## src/rtl/hdr_pixel_rgb_scale_encoder_defines.svh

```systemverilog
// Assertion macros for the HDR pixel scale encoder.
// Used by the RTL top hdr_pixel_rgb_scale_encoder under rtl/; no other dependencies.
`ifndef HDR_PIXEL_RGB_SCALE_ENCODER_DEFINES_SVH
`define HDR_PIXEL_RGB_SCALE_ENCODER_DEFINES_SVH
`ifndef SYNTH
`define HDRSE_ASSERT(lbl, clk, rstn, prop, msg) \
    lbl: assert property (@(posedge clk) disable iff (!rstn) prop) else $error(msg);
`define HDRSE_NEVER(lbl, clk, rstn, cond, msg) \
    lbl: assert property (@(posedge clk) disable iff (!rstn) !(cond)) else $error(msg);
`else
`define HDRSE_ASSERT(lbl, clk, rstn, prop, msg)
`define HDRSE_NEVER(lbl, clk, rstn, cond, msg)
`endif
`endif

```

## src/rtl/hdrse_pkg.sv

```systemverilog
// Shared types and constants of the HDR pixel scale encoder.
// No dependencies.
`timescale 1ns / 1ps
package hdrse_pkg;
    localparam int CH_W    = 16;   // channel and overbright width
    localparam int IDX_W   = 8;    // scale index width
    localparam int NUM_W   = CH_W + IDX_W;  // channel * 255, index * overbright
    localparam int OUT_W   = 16;   // fraction port width
    localparam logic [IDX_W-1:0] SCALE_MAX = 8'd255;
    localparam logic [CH_W-1:0]  OB_RESET  = 16'd512;

    // side data that rides along with the fraction divider
    typedef struct packed {
        logic [IDX_W-1:0] idx;
        logic             eoi;
        logic             black;
    } t_side;
endpackage

```

## src/rtl/hdrse_frac_div.sv

```systemverilog
// Pipelined restoring divider for the three color fractions, one quotient
// bit per stage over a shared denominator. Depends on hdrse_pkg.
`timescale 1ns / 1ps
module hdrse_frac_div #(
    parameter int QW = 16
) (
    input  logic                           i_clk,
    input  logic                           i_rst_n,
    input  logic                           i_valid,
    input  logic [hdrse_pkg::NUM_W-1:0]    i_den,
    input  logic [hdrse_pkg::NUM_W-1:0]    i_num [0:2],
    input  hdrse_pkg::t_side               i_side,
    output logic                           o_valid,
    output logic [QW-1:0]                  o_quot [0:2],
    output hdrse_pkg::t_side               o_side
);
    import hdrse_pkg::*;

    logic               r_v    [0:QW-1];
    logic [NUM_W:0]     r_rem  [0:QW-1][0:2];
    logic [QW-1:0]      r_q    [0:QW-1][0:2];
    logic [NUM_W-1:0]   r_den  [0:QW-1];
    t_side              r_side [0:QW-1];

    genvar j, c;
    generate
        for (j = 0; j < QW; j++) begin : g_step
            logic               s_v;
            logic [NUM_W-1:0]   s_den;
            t_side              s_side;
            logic [NUM_W:0]     s_rem [0:2];
            logic [QW-1:0]      s_q   [0:2];
            if (j == 0) begin : g_first
                assign s_v    = i_valid;
                assign s_den  = i_den;
                assign s_side = i_side;
                for (c = 0; c < 3; c++) begin : g_ch
                    assign s_rem[c] = {1'b0, i_num[c]};
                    assign s_q[c]   = '0;
                end
            end else begin : g_next
                assign s_v    = r_v[j-1];
                assign s_den  = r_den[j-1];
                assign s_side = r_side[j-1];
                for (c = 0; c < 3; c++) begin : g_ch
                    // shift in a zero for the next lower quotient bit
                    assign s_rem[c] = {r_rem[j-1][c][NUM_W-1:0], 1'b0};
                    assign s_q[c]   = r_q[j-1][c];
                end
            end

            always_ff @(posedge i_clk) begin
                if (!i_rst_n) begin
                    r_v[j] <= 1'b0;
                end else begin
                    r_v[j] <= s_v;
                end
            end

            for (c = 0; c < 3; c++) begin : g_div
                always_ff @(posedge i_clk) begin
                    if (s_rem[c] >= {1'b0, s_den}) begin
                        r_rem[j][c] <= s_rem[c] - {1'b0, s_den};
                        r_q[j][c]   <= s_q[c] | (QW'(1) << (QW-1-j));
                    end else begin
                        r_rem[j][c] <= s_rem[c];
                        r_q[j][c]   <= s_q[c];
                    end
                end
            end

            always_ff @(posedge i_clk) begin
                r_den[j]  <= s_den;
                r_side[j] <= s_side;
            end
        end
    endgenerate

    assign o_valid   = r_v[QW-1];
    assign o_side    = r_side[QW-1];
    assign o_quot[0] = r_q[QW-1][0];
    assign o_quot[1] = r_q[QW-1][1];
    assign o_quot[2] = r_q[QW-1][2];
endmodule

```

## config.mk

```make
export PLATFORM = sky130hd
export DESIGN_NAME = hdrse_frac_div
export DESIGN_NICKNAME = d
export VERILOG_FILES = /design/src/rtl/hdr_pixel_rgb_scale_encoder_defines.svh /design/src/rtl/hdrse_pkg.sv /design/src/rtl/hdrse_frac_div.sv
export SDC_FILE = /design/constraint.sdc
export NUM_CORES = 2
export LEC_CHECK = 0
export BUFFER_PORTS_ARGS = -buffer_cell sky130_fd_sc_hd__buf_2
export CAP_MARGIN = 25
export CORE_MARGIN = 2
export CORE_UTILIZATION = 50
export DETAILED_ROUTE_END_ITERATION = 16
export GPL_ROUTABILITY_DRIVEN = 0
export PLACE_DENSITY = 0.64
export SLEW_MARGIN = 30
export SYNTH_ARGS = -nofsm -noshare
export SYNTH_HDL_FRONTEND = slang
export SYNTH_SLANG_ARGS = --single-unit
export TNS_END_PERCENT = 100
```

## constraint.sdc

```tcl
create_clock -name i_clk -period 9.6 [get_ports i_clk]
set_input_delay 0.48 -clock i_clk [delete_from_list [all_inputs] [get_ports i_clk]]
set_output_delay 0.48 -clock i_clk [all_outputs]
set_load 0.05 [all_outputs]
```

==> impl_metrics.json <==
{
  "ir_drop_uv": 241,
  "grt_antenna_before_repair": 15,
  "total_leakage_power_nw": 52.8,
  "synth_nets": 12600,
  "routed_wirelength_um": 320000,
  "hold_viol_final": 0,
  "fin_crit_sh": 0.480,
  "clockBufferDepth": 3,
  "wire_per_inst_um": 21.9,
  "status": "completed",
  "dp.final_hpwl_um": 258000,
  "final_common_cell": "dfxtp_1",
  "insertion_delay_ns": 0.90,
  "dp_slack_ns": 5.13,
  "worstHoldPathCells": 2,
  "place_inst": 14100,
  "nNetsFinal": 13000,
  "crit_fanout": 27,
  "yosysUniqueCellTypes": 100,
  "synth_cells": 11300,
  "min_path_type": "primary input to flop",
  "die_h_um": 464,
  "ant_nets": 0,
  "rsz0062_at_grt": "false",
  "cts_made_buffers": 213,
  "synth-seq-cells": 2024,
  "clk_pin_slew_ns": 0.06,
  "stdcell_count": 14700,
  "drtPass1Iterations": 6,
  "setup_tns_ns": 0,
  "synth_area_sq_um": 106000,
  "fp.coreArea_sq_um": 210000,
  "synth_flop_cell": "dfxtp_1",
  "end_kind": "flop",
  "gr-total-overflow": 0,
  "die-area_sq_um": 216000,
  "cap_violations": 0,
  "pin_count": 168,
  "ys_seq_area_frac": 0.382,
  "tightest_slew_ns": 1.06,
  "cts_tree": "built",
  "area_growth_pct": 12.1,
  "worst_setup_path_start_kind": "flop",
  "synth_warnings": 0,
  "grt_max_degree": 49,
  "start_util": 0.504,
  "syn_area_per_cell_sq_um": 9.34,
  "htreeDepth": 4,
  "worstSetupPathType": "flop to flop",
  "grt_first_pass_wirelength_um": 477000,
  "worstRegToRegCells": 11,
  "fmax_ghz": 0.217,
  "finalSetupViolCount": 0,
  "slew-limit-headroom": 0.285,
  "vias": 85300,
  "port_buffers": 167,
  "drt_iter0_drc": 7030,
  "async_flop_share": 0,
  "die_x_um": 464,
  "critical_path_arrival_ns": 5.38,
  "grt_use_total": 0.286,
  "cts_setup_buffers": 0,
  "cp.required_ns": 10.37,
  "skew_ns": 0.0697,
  "synth_edf_count": 0,
  "final_cell_mix": "2024 x dfxtp_1, 1149 x ha_1, 981 x a21oi_1",
  "fp-row-count": 168,
  "cts.sinks": 2024,
  "fin_hold_ws_ns": 0.238,
  "drcViolationCount": 0,
  "drive_above_1_share": 0.107,
  "layout_min_cycle_time_ns": 4.61,
  "vias_per_cell": 5.82,
  "grt_pass1_vias": 81400,
  "maxSlewViolCount": 0,
  "cts-root-buf": "clkbuf_16",
  "layout_setup_ws_ns": 4.99,
  "powerDensity_nw_per_um2": 419
}
where the power goes:
part	internal, mW	switching [mW]	total [mW]
combinational	11.6	14.6	26.2
clock	5.12	3.64	8.76
sequential	11.9	2.94	14.9
path summary, 6_finish.rpt:
path | slack, ns | endpoint | startpoint
max | 4.99 | r_rem[0][494] | r_den[0][135]
min | 0.24 | r_side[0][9] | i_side[9]
max reg2reg | 4.99 | r_rem[0][494] | r_den[0][135]
min reg2reg | 0.31 | r_side[1][8] | r_side[0][78]
repair_timing:
item / CTS / global route
hold buffers: 109 / 0
resized for setup: 0 / 0
endpoints found under the hold margin: 122 / 0
routing by layer:
| metal | GRT usage | vias up | share of wire |
|---|---|---|---|
| li1 | - | 41200 | - |
| met1 | 0.332 | 39900 | 0.39 |
| met2 | 0.488 | 3217 | 0.47 |
| met3 | 0.0410 | 920 | 0.058 |
| met4 | 0.197 | 2 | 0.078 |
| met5 | 0 | - | 0.000041 |
synthesized netlist by cell type, types with 16 or more instances:
cell       number  area (sq um)
nand2b_1      160          1000
ha_1         1149         14400
nand3_1       197           986
nand2_1       674          2530
buf_2          41           205
mux2_2        565          6360
nand4_1       169          1060
o21ai_0       747          3740
a21o_1        416          3120
a21oi_1       983          4920
o21a_1        162          1220
and3_1        100           626
or2_2          38           238
a211o_1        28           245
a2111oi_0      24           210
a211oi_1       70           526
nor2b_1       185          1160
o211ai_1       50           375
xor2_1        312          2730
xnor2_1       551          4830
and4_1         21           184
mux2i_1        34           340
fa_1           45           901
o31a_1         50           438
clkbuf_1      153           574
o21bai_1       99           743
a221oi_1       25           219
o41ai_1        26           228
o31ai_1        63           473
a31o_2         23           201
nor3_1        160           801
or4_1          17           128
nor2_1        758          2850
a31oi_1        86           538
nor4_1         38           238
inv_1         657          2470
and2_1         60           375
a21boi_0       37           278
o2111ai_1      16           140
or3_1          51           319
dfxtp_1      2024         40500
per-stage QoR:
stage | power, mW | instance area [sq um] | util
after floorplan | 33.0 | 106000 | -
after global placement | 39.9 | 110000 | 0.523
after detailed placement | 40.5 | 110000 | 0.523
after CTS | 49.6 | 119000 | 0.565
after global routing | 53.0 | 119000 | 0.565
final | 49.8 | 119000 | 0.565
area by class of cell:
| cell class | instances | area (sq um) |
|---|---|---|
| Clock inverter | 121 | 1800 |
| Tap cell | 2805 | 3510 |
| Sequential cell | 2024 | 40500 |
| Antenna cell | 10 | 25.0 |
| Multi-Input combinational cell | 8447 | 62300 |
| Timing Repair Buffer | 315 | 2250 |
| Clock buffer | 275 | 5880 |
| Inverter | 659 | 2470 |
| Fill cell | 18500 | 91400 |
state kept, by name, summed over array words and instances (netlist names):
name,cells
r_rem,1080
r_q,408
r_den,360
r_side,160
r_v,16
worst max-delay path, cell delays in order, from the launching register on:
cell and delay [ns]:
dfxtp_1 0.50, inv_1 0.17, ha_1 0.42, and3_1 0.28, nand3_1 0.11, nor4_1 0.08, a21oi_1 0.18, o21ai_0 0.09
a2111oi_0 0.57, and2_1 0.71, clkinv_1 0.87, mux2_2 0.52
cell families after synthesis:
kind of cell / Yosys count / share of synthesized area
AO/OA/AOI/OAI: 3090 / 0.183
AND/OR/NAND/NOR: 2689 / 0.123
flip-flops: 2024 / 0.382
adder cells (fa/ha/maj): 1194 / 0.144
buffers and inverters: 875 / 0.0319
XOR/XNOR: 863 / 0.0713
multiplexers: 611 / 0.0649
(Power assumes the default switching activity.)
